--- src/rtl/pia_pkg.sv ---
// Package for the positional insert array: word types, operation and
// status codes, and configuration register constants.
// Depends on nothing; imported by every module of the block.
package pia_pkg;

  typedef enum logic [1:0] {
    KIND_APPEND  = 2'd0,
    KIND_INSERT  = 2'd1,
    KIND_DISPLAY = 2'd2
  } kind_e;

  typedef enum logic [1:0] {
    ST_OK    = 2'd0,
    ST_ERR   = 2'd1,
    ST_EMPTY = 2'd2
  } status_e;

  typedef enum logic {
    S_IDLE    = 1'b0,
    S_DISPLAY = 1'b1
  } state_e;

  typedef struct packed {
    logic [1:0]         kind;
    logic [5:0]         position;
    logic signed [31:0] item_value;
  } in_word_t;

  typedef struct packed {
    logic [1:0]         status;
    logic signed [31:0] element;
    logic               is_last;
  } out_word_t;

  // Controller to datapath
  typedef struct packed {
    logic    load_single;   // load a one-word result with single_status
    status_e single_status;
    logic    write_elem;    // store item_value and bump the count
    logic    is_insert;     // write at position instead of at the count
    logic    idx_clr;       // restart the display pointer
    logic    show_elem;     // load the element under the pointer, advance
  } ctrl_cmd_t;

  // Datapath to controller
  typedef struct packed {
    logic out_free;
    logic can_append;
    logic can_insert;
    logic count_zero;
    logic last_elem;
  } dp_status_t;

  localparam int unsigned CfgAddrW = 3;
  localparam int unsigned CfgDataW = 32;
  localparam int unsigned CapW     = 6;

  localparam logic [CfgAddrW-1:0] ADDR_CAPACITY  = 3'd0;
  localparam logic [CapW-1:0]     CAPACITY_RESET = 6'd32;

endpackage

--- src/rtl/pia_ctrl.sv ---
// Controller of the positional insert array: idle/display state machine.
// Depends on pia_pkg; drives the datapath by ctrl_cmd_t, reads dp_status_t.
module pia_ctrl (
  input  logic                clk_i,
  input  logic                rst_ni,
  input  logic                in_valid_i,
  output logic                in_stall_o,
  input  logic [1:0]          kind_i,
  input  pia_pkg::dp_status_t status_i,
  output pia_pkg::ctrl_cmd_t  cmd_o
);
  import pia_pkg::*;

  state_e state_q, state_d;
  logic   accept;

  assign in_stall_o = !((state_q == S_IDLE) && status_i.out_free);
  assign accept     = in_valid_i && !in_stall_o;

  always_ff @(posedge clk_i or negedge rst_ni) begin
    if (!rst_ni) begin
      state_q <= S_IDLE;
    end else begin
      state_q <= state_d;
    end
  end

  // Next state
  always_comb begin
    state_d = state_q;
    unique case (state_q)
      S_IDLE: begin
        if (accept && (kind_e'(kind_i) == KIND_DISPLAY) && !status_i.count_zero) begin
          state_d = S_DISPLAY;
        end
      end
      S_DISPLAY: begin
        if (status_i.out_free && status_i.last_elem) begin
          state_d = S_IDLE;
        end
      end
      default: state_d = S_IDLE;
    endcase
  end

  // Outputs
  always_comb begin
    cmd_o = '{load_single: 1'b0, single_status: ST_OK, write_elem: 1'b0,
              is_insert: 1'b0, idx_clr: 1'b0, show_elem: 1'b0};
    unique case (state_q)
      S_IDLE: begin
        if (accept) begin
          case (kind_e'(kind_i))
            KIND_APPEND: begin
              cmd_o.load_single   = 1'b1;
              cmd_o.single_status = status_i.can_append ? ST_OK : ST_ERR;
              cmd_o.write_elem    = status_i.can_append;
            end
            KIND_INSERT: begin
              cmd_o.load_single   = 1'b1;
              cmd_o.single_status = status_i.can_insert ? ST_OK : ST_ERR;
              cmd_o.write_elem    = status_i.can_insert;
              cmd_o.is_insert     = 1'b1;
            end
            KIND_DISPLAY: begin
              if (status_i.count_zero) begin
                cmd_o.load_single   = 1'b1;
                cmd_o.single_status = ST_EMPTY;
              end else begin
                cmd_o.idx_clr = 1'b1;
              end
            end
            default: begin
              cmd_o.load_single   = 1'b1;
              cmd_o.single_status = ST_ERR;
            end
          endcase
        end
      end
      S_DISPLAY: begin
        cmd_o.show_elem = status_i.out_free;
      end
      default: ;
    endcase
  end

  a_disp_stalls: assert property (@(posedge clk_i) disable iff (!rst_ni)
    (state_q == S_DISPLAY) |-> in_stall_o)
    else $error("input taken during display");

  a_single_on_accept: assert property (@(posedge clk_i) disable iff (!rst_ni)
    (cmd_o.load_single || cmd_o.write_elem) |-> (accept && state_q == S_IDLE))
    else $error("single result without an accepted word");

  a_show_needs_room: assert property (@(posedge clk_i) disable iff (!rst_ni)
    cmd_o.show_elem |-> (status_i.out_free && state_q == S_DISPLAY))
    else $error("element shown without output room");

endmodule

--- src/rtl/pia_datapath.sv ---
// Datapath of the positional insert array: element cells that shift on
// insert, element count, display pointer and output register.
// Depends on pia_pkg; commanded by pia_ctrl.
module pia_datapath #(
  parameter int unsigned DEPTH = 32
) (
  input  logic                  clk_i,
  input  logic                  rst_ni,
  input  pia_pkg::ctrl_cmd_t    cmd_i,
  input  pia_pkg::in_word_t     in_word_i,
  input  logic [pia_pkg::CapW-1:0] capacity_i,
  input  logic                  out_stall_i,
  output logic                  out_valid_o,
  output pia_pkg::out_word_t    out_word_o,
  output pia_pkg::dp_status_t   status_o
);
  import pia_pkg::*;

  localparam int unsigned CntW = $clog2(DEPTH + 1);
  localparam int unsigned IdxW = (DEPTH > 1) ? $clog2(DEPTH) : 1;
  localparam int unsigned CmpW = (CntW > CapW) ? CntW : CapW;

  logic signed [31:0] cells_q [DEPTH];
  logic [CntW-1:0]    count_q, count_d;
  logic [IdxW-1:0]    idx_q, idx_d;
  logic               out_valid_q, out_valid_d;
  out_word_t          out_word_q, out_word_d;

  logic [CmpW-1:0] count_w, cap_w, eff_cap, pos_w, wpos;

  assign count_w = CmpW'(count_q);
  assign cap_w   = CmpW'(capacity_i);
  assign pos_w   = CmpW'(in_word_i.position);
  assign eff_cap = (cap_w > CmpW'(DEPTH)) ? CmpW'(DEPTH) : cap_w;
  assign wpos    = cmd_i.is_insert ? pos_w : count_w;

  assign status_o.out_free   = !out_valid_q || !out_stall_i;
  assign status_o.can_append = count_w < eff_cap;
  assign status_o.can_insert = (count_w < eff_cap) && (pos_w <= count_w);
  assign status_o.count_zero = (count_q == '0);
  assign status_o.last_elem  = ((CmpW'(idx_q) + CmpW'(1)) == count_w);

  // Element cells: write at wpos, move cells above it up by one
  for (genvar i = 0; i < DEPTH; i++) begin : g_cell
    always_ff @(posedge clk_i) begin
      if (cmd_i.write_elem) begin
        if (CmpW'(i) == wpos) begin
          cells_q[i] <= in_word_i.item_value;
        end else if (i > 0 && CmpW'(i) > wpos && CmpW'(i) <= count_w) begin
          cells_q[i] <= cells_q[(i > 0) ? i - 1 : 0];
        end
      end
    end
  end

  always_comb begin
    count_d = count_q;
    if (cmd_i.write_elem) begin
      count_d = count_q + CntW'(1);
    end
    idx_d = idx_q;
    if (cmd_i.idx_clr) begin
      idx_d = '0;
    end else if (cmd_i.show_elem) begin
      idx_d = idx_q + IdxW'(1);
    end
  end

  // Output register: load a new word, else drop the taken one, else hold
  always_comb begin
    out_valid_d = out_valid_q && out_stall_i;
    out_word_d  = out_word_q;
    if (cmd_i.load_single) begin
      out_valid_d        = 1'b1;
      out_word_d.status  = cmd_i.single_status;
      out_word_d.element = '0;
      out_word_d.is_last = 1'b1;
    end else if (cmd_i.show_elem) begin
      out_valid_d        = 1'b1;
      out_word_d.status  = ST_OK;
      out_word_d.element = cells_q[idx_q];
      out_word_d.is_last = status_o.last_elem;
    end
  end

  always_ff @(posedge clk_i or negedge rst_ni) begin
    if (!rst_ni) begin
      count_q     <= '0;
      idx_q       <= '0;
      out_valid_q <= 1'b0;
    end else begin
      count_q     <= count_d;
      idx_q       <= idx_d;
      out_valid_q <= out_valid_d;
    end
  end

  always_ff @(posedge clk_i) begin
    out_word_q <= out_word_d;
  end

  assign out_valid_o = out_valid_q;
  assign out_word_o  = out_word_q;

  a_count_bound: assert property (@(posedge clk_i) disable iff (!rst_ni)
    CmpW'(count_q) <= CmpW'(DEPTH))
    else $error("element count above depth");

  a_count_step: assert property (@(posedge clk_i) disable iff (!rst_ni)
    !$stable(count_q) |-> $past(cmd_i.write_elem))
    else $error("count changed without a write");

  a_show_in_range: assert property (@(posedge clk_i) disable iff (!rst_ni)
    cmd_i.show_elem |-> (CmpW'(idx_q) < count_w))
    else $error("display pointer past the count");

endmodule

--- src/rtl/positional_insert_array.sv ---
// Top level of the positional insert array: capacity register on an APB-style
// port, controller and datapath. Depends on pia_pkg, pia_ctrl, pia_datapath.
//
// Usage: each input word carries one operation (append, insert at position,
// display). Append and insert each return one status word (ok or error) with
// is_last set; an insert shifts every later element up by one in the same
// cycle. A display returns every held element in order, one word per cycle,
// the final one marked is_last, or a single empty status if nothing is held.
// An input word is taken when in_valid_i is high and in_stall_o is low; a
// result word leaves when out_valid_o is high and out_stall_i is low.
// Append, insert, an empty display and an unused kind have their result word
// registered the cycle after accept; one word per cycle while unstalled.
// A display of n elements first restarts the display pointer in the accept
// cycle, then one element per cycle, while the receiver does not stall, goes
// through the single output register. The block takes no input during the
// display; it returns to idle as the last element is loaded, and takes
// input again from idle.
// While the receiver stalls, the output register holds its word and the
// block stops taking input. Reset clears the count (store empty), the
// display state and the output valid flag; the capacity register resets to
// 32. Write capacity only while the block is idle.
module positional_insert_array #(
  parameter int unsigned DEPTH = 32
) (
  input  logic                             clk_i,
  input  logic                             rst_ni,
  input  logic                             in_valid_i,
  output logic                             in_stall_o,
  input  pia_pkg::in_word_t                in_word_i,
  output logic                             out_valid_o,
  input  logic                             out_stall_i,
  output pia_pkg::out_word_t               out_word_o,
  input  logic                             psel,
  input  logic                             penable,
  input  logic                             pwrite,
  input  logic [pia_pkg::CfgAddrW-1:0]     paddr,
  input  logic [pia_pkg::CfgDataW-1:0]     pwdata,
  output logic [pia_pkg::CfgDataW-1:0]     prdata,
  output logic                             pready
);
  import pia_pkg::*;

  logic [CapW-1:0] capacity_q, capacity_d;
  ctrl_cmd_t       cmd;
  dp_status_t      dp_status;

  // Capacity register: one write per access phase, zero-wait
  assign pready = 1'b1;

  always_comb begin
    capacity_d = capacity_q;
    if (psel && penable && pwrite && pready && (paddr == ADDR_CAPACITY)) begin
      capacity_d = pwdata[CapW-1:0];
    end
  end

  always_ff @(posedge clk_i or negedge rst_ni) begin
    if (!rst_ni) begin
      capacity_q <= CAPACITY_RESET;
    end else begin
      capacity_q <= capacity_d;
    end
  end

  assign prdata = (paddr == ADDR_CAPACITY) ? CfgDataW'(capacity_q) : '0;

  // Sequencing: idle takes words, display streams elements
  pia_ctrl u_ctrl (
    .clk_i      (clk_i),
    .rst_ni     (rst_ni),
    .in_valid_i (in_valid_i),
    .in_stall_o (in_stall_o),
    .kind_i     (in_word_i.kind),
    .status_i   (dp_status),
    .cmd_o      (cmd)
  );

  // Storage, count, pointer and the output register
  pia_datapath #(
    .DEPTH (DEPTH)
  ) u_datapath (
    .clk_i       (clk_i),
    .rst_ni      (rst_ni),
    .cmd_i       (cmd),
    .in_word_i   (in_word_i),
    .capacity_i  (capacity_q),
    .out_stall_i (out_stall_i),
    .out_valid_o (out_valid_o),
    .out_word_o  (out_word_o),
    .status_o    (dp_status)
  );

endmodule
--- config.mk ---
export PLATFORM = sky130hd
export DESIGN_NAME = positional_insert_array
export DESIGN_NICKNAME = d
export VERILOG_FILES = /design/src/rtl/pia_pkg.sv /design/src/rtl/pia_ctrl.sv /design/src/rtl/pia_datapath.sv /design/src/rtl/positional_insert_array.sv
export SDC_FILE = /design/constraint.sdc
export NUM_CORES = 2
export LEC_CHECK = 0
export BUFFER_PORTS_ARGS = -buffer_cell sky130_fd_sc_hd__buf_2
export CORE_UTILIZATION = 39
export CTS_CLUSTER_SIZE = 10
export DETAILED_ROUTE_END_ITERATION = 10
export PLACE_DENSITY = 0.57
export SLEW_MARGIN = 10
export SYNTH_ARGS = -nofsm -noshare
export SYNTH_HDL_FRONTEND = slang
export SYNTH_HIERARCHICAL = 1
export SYNTH_SLANG_ARGS = --single-unit
--- constraint.sdc ---
create_clock -name clk_i -period 6.8 [get_ports clk_i]
set_input_delay 0.34 -clock clk_i [delete_from_list [all_inputs] [get_ports clk_i]]
set_output_delay 0.34 -clock clk_i [all_outputs]
set_load 0.03 [all_outputs]
==> reports/qor.yml <==
outcome:
  run_status: "finished clean"
sta:
  period_needed_ns: 5.24
  final-max-slew-violation-count: 0
  final_min_period_over_clock_period_pct: 77.0
  achievable-frequency_ghz: 0.191
  finClkSkew_ns: 0.0270
  max-slew-margin-rel_pct: 17.2
  finalSetupTns_ns: 0
  finalHoldViolations: 0
  smallest_setup_slack_after_layout_ns: 1.56
  unrepaired_setup_endpoints_after_global_routing: "false"
  tightest_slew_ns: 1.24
  report.final.setup_viol: 0
yosys:
  library_cell_with_the_largest_summed_area_after_synthesis: "sky130_fd_sc_hd__edfxtp_1"
  synth_adder_area_share_pct: 0.366
  synth-seq-cells: 1078
  synth-edff-count: 1026
  dominantRegCellSynth: "sky130_fd_sc_hd__edfxtp_1"
  yosys.area_share.xor_xnor_pct: 0.224
  synthesis.instances: 3221
  yosysSeqAreaShare_pct: 58.4
  syn_std_cell_area_um2: 54700
  syn-mean-instance-area_um2: 17.0
  synth_mux_area_share_pct: 33.1
  synth_most_common_cell: "sky130_fd_sc_hd__edfxtp_1"
  ys_types: 72
  synth_commonest_cells: "sky130_fd_sc_hd__edfxtp_1, sky130_fd_sc_hd__mux2_2, sky130_fd_sc_hd__mux4_2, sky130_fd_sc_hd__clkbuf_1, sky130_fd_sc_hd__o21ai_0"
  combinational_family_with_the_most_area_after_synthesis: "multiplexers"
  post_synth_and_or_nand_nor_area_fraction_pct: 2.17
  synth_area_leaders: "sky130_fd_sc_hd__edfxtp_1, sky130_fd_sc_hd__mux2_2, sky130_fd_sc_hd__mux4_2"
  compound_gate_portion_of_the_synthesized_area_pct: 2.57
  synth_async_sr_flop_share_pct: 1.76
  yosys_warnings: 6
  yosys.area.top_type_share_pct: 56.3
route:
  met2_routed_wl_um: 88500
  drt_first_iter_violations: 3399
  postRouteWirelength_um: 180000
  met1Wirelength_um: 70800
  wl_per_cell_um: 34.4
  avgViaCountPerCell: 6.14
  dr_total_vias: 32100
  drc_viols: 0
  postRouteAntennaNets: 0
  top_signal_layer_used: "met5"
  drt_first_pass_iters: 5
  met3RoutedLength_um: 12900
cts:
  cts_buffers: 134
  postCtsSetupBuffers: 0
  cts_root_buffer: "sky130_fd_sc_hd__clkbuf_16"
  worstSkewPairLatency_ns: 0.76
  cts_tree: "done"
  maximum_root_to_sink_buffer_count: 3
  htreeDepth: 4
  clk_pin_slew_ns: 0.06
  clock_sinks: 1078
worst_setup_path:
  rr_worst_depth: 14
  timing.critical_path.from_type: "register"
  crit_slowest_cell: "sky130_fd_sc_hd__dfrtp_1"
  critical_path_class: "reg -> reg"
  rr_endpoint: "u_datapath/cells_q[6][12]"
  rrSetupSlack_ns: 1.56
  critical_path_required_ns: 7.30
  cp-end-kind: "register"
  crit_path_cell_trace: "clkinv_1 -> ha_1 -> o21ai_0 -> nand2b_1 -> a211oi_1 -> o21a_1 -> mux2i_1 -> nor3_2 -> buf_4 -> and2_1 -> nand2_1 -> nor3_4 -> buf_12 -> mux2_2"
  worstPathMaxFanout: 28
  slowest_delay_ns: 0.80
  critical_path.reg2reg.startpoint: "u_datapath/count_q[3]"
  timing.critical_path.from: "u_datapath/count_q[3]"
  crit_path_end: "u_datapath/cells_q[6][12]"
  worstPathArrival_ns: 5.73
grt:
  grt_pass1_wl_um: 255000
  vias_in_the_first_global_route: 33400
  number_of_antenna_violations_at_the_first_check_in_global_routing: 7
  grt_max_degree: 110
  gr-total-overflow: 0
  grt_use_total_pct: 25.4
place:
  place_ws_ns: 1.64
  io_buffers: 98
  detailedPlacementHpwl_um: 100000
  gp_congestion: 0.845
  total_placed_cells_including_tap_cells: 4995
min_path:
  holdCritPathClass: "in -> async"
final_layout:
  flow.area_growth_from_synthesis_pct: 12.7
  fin_nets: 3363
  drive_gt1_share_pct: 50.7
  finish.utilization_pct: 44.2
  layoutNonFillerInstCount: 5228
flow_run:
  maxCapViolCount: 0
die:
  die_w_um: 376
  die_h_um: 376
  placement_rows: 137
  start_util_pct: 39.2
  ios: 152
  die_area_um2: 142000
  core-area_um2: 139000
power_and_ir_drop:
  powerDensity_nw_per_um2: 315
  p_leak_nw: 19.4
  ir_worst_vdd_mv: 0.241
what timing repair did:
action | 4_1_cts | 5_1_grt
hold endpoints to repair | 27 | 0
endpoints found under the setup margin | 0 | 0
hold buffers | 10 | 0
gates resized for setup | 0 | 0
flip-flops by register name, indices dropped and copies added, names as in the netlist:
name	count
capacity_q	6
u_ctrl/state_q	1
u_datapath/cells_q	1024
u_datapath/count_q	6
u_datapath/idx_q	5
u_datapath/out_valid_o	1
u_datapath/out_word_o	35
where the power goes:
group	switching [W]	internal [W]	leakage, nW
Sequential	0.000272	0.00743	9.73
Clock	0.00277	0.00378	1.88
Combinational	0.00287	0.00231	7.82
worst min-delay path by stage:
stage | end | depth (start not counted) | from
global placement | u_datapath/count_q[1] | 1 | rst_ni
detailed placement | capacity_q[0] | 1 | rst_ni
CTS | u_datapath/cells_q[0][5] | 1 | in_word_i[5]
finish | u_datapath/count_q[1] | 2 | rst_ni
global route | u_datapath/cells_q[0][25] | 1 | in_word_i[25]
floorplan | capacity_q[0] | 0 | rst_ni
layout by cell type, fill, tap and decap left out, types with 7 or more instances in the layout:
cell | netlist | routed
sky130_fd_sc_hd__dlygate4sd3_1 | 0 | 10
sky130_fd_sc_hd__nor3_1 | 44 | 41
sky130_fd_sc_hd__edfxtp_1 | 1026 | 1026
sky130_fd_sc_hd__and2_1 | 14 | 13
sky130_fd_sc_hd__ha_1 | 16 | 16
sky130_fd_sc_hd__mux2i_1 | 37 | 37
sky130_fd_sc_hd__mux2_1 | 43 | 43
sky130_fd_sc_hd__a21oi_4 | 0 | 13
sky130_fd_sc_hd__nand2_1 | 42 | 39
sky130_fd_sc_hd__xnor2_1 | 7 | 7
sky130_fd_sc_hd__o21ai_0 | 92 | 85
sky130_fd_sc_hd__dfrtp_1 | 18 | 14
sky130_fd_sc_hd__o21bai_4 | 0 | 9
sky130_fd_sc_hd__nand3_1 | 11 | 11
sky130_fd_sc_hd__buf_12 | 0 | 24
sky130_fd_sc_hd__clkbuf_1 | 169 | 52
sky130_fd_sc_hd__conb_1 | 2 | 27
sky130_fd_sc_hd__dfxtp_1 | 33 | 33
sky130_fd_sc_hd__o21a_1 | 11 | 9
sky130_fd_sc_hd__a21oi_1 | 24 | 11
sky130_fd_sc_hd__mux4_2 | 287 | 287
sky130_fd_sc_hd__inv_1 | 9 | 9
sky130_fd_sc_hd__a221oi_1 | 31 | 31
sky130_fd_sc_hd__mux2_2 | 949 | 949
sky130_fd_sc_hd__buf_2 | 85 | 98
sky130_fd_sc_hd__clkinv_1 | 1 | 10
sky130_fd_sc_hd__clkbuf_16 | 0 | 139
sky130_fd_sc_hd__nor2_1 | 69 | 66
sky130_fd_sc_hd__buf_4 | 57 | 86
sky130_fd_sc_hd__o21ai_4 | 0 | 7
sky130_fd_sc_hd__xor2_1 | 7 | 7
routing by layer:
layer	track usage (%)	up-vias
li1	-	13000
met3	5.23	386
met5	0	-
met4	10.3	4
met1	32.0	17200
met2	42.5	1513
critical path, delay by kind of cell (launching register included):
kind                       cells  cell delay, ns
AOI/OAI and AO/OA              3            0.53
buffers and inverters          3            1.18
DFF                            1            0.80
adders and majority gates      1            0.42
and+or+nand+nor                5            1.51
muxes                          2            0.48
per-stage QoR:
stage	cell area, µm²	total power [W]	hold slack (ns)
2_1_floorplan	54800	0.0114	0.0444
3_3_place_gp	57600	0.0130	0.310
3_5_place_dp	57600	0.0130	0.328
4_1_cts	61600	0.0196	0.0348
5_1_grt	61600	0.0201	0.0826
6_report	61600	0.0194	0.0798
kinds of logic after synthesis:
family,count (synthesis)
compound gates,213
xor+xnor,14
fa+ha+maj,16
buf+inv,346
flops,1078
mux,1322
other cells,2
simple gates,230
layout make-up:
type | instances | area (µm²)
diodes | 3 | 7.51
clock buffers | 195 | 3730
clock inverters | 25 | 181
fillers | 12000 | 77700
inverters | 11 | 41.3
multi-input cells | 1822 | 21700
flip-flops and latches | 1078 | 32000
well taps | 1876 | 2350
repair buffers | 218 | 1720
No activity file was read; power rests on OpenSTA's default activity.
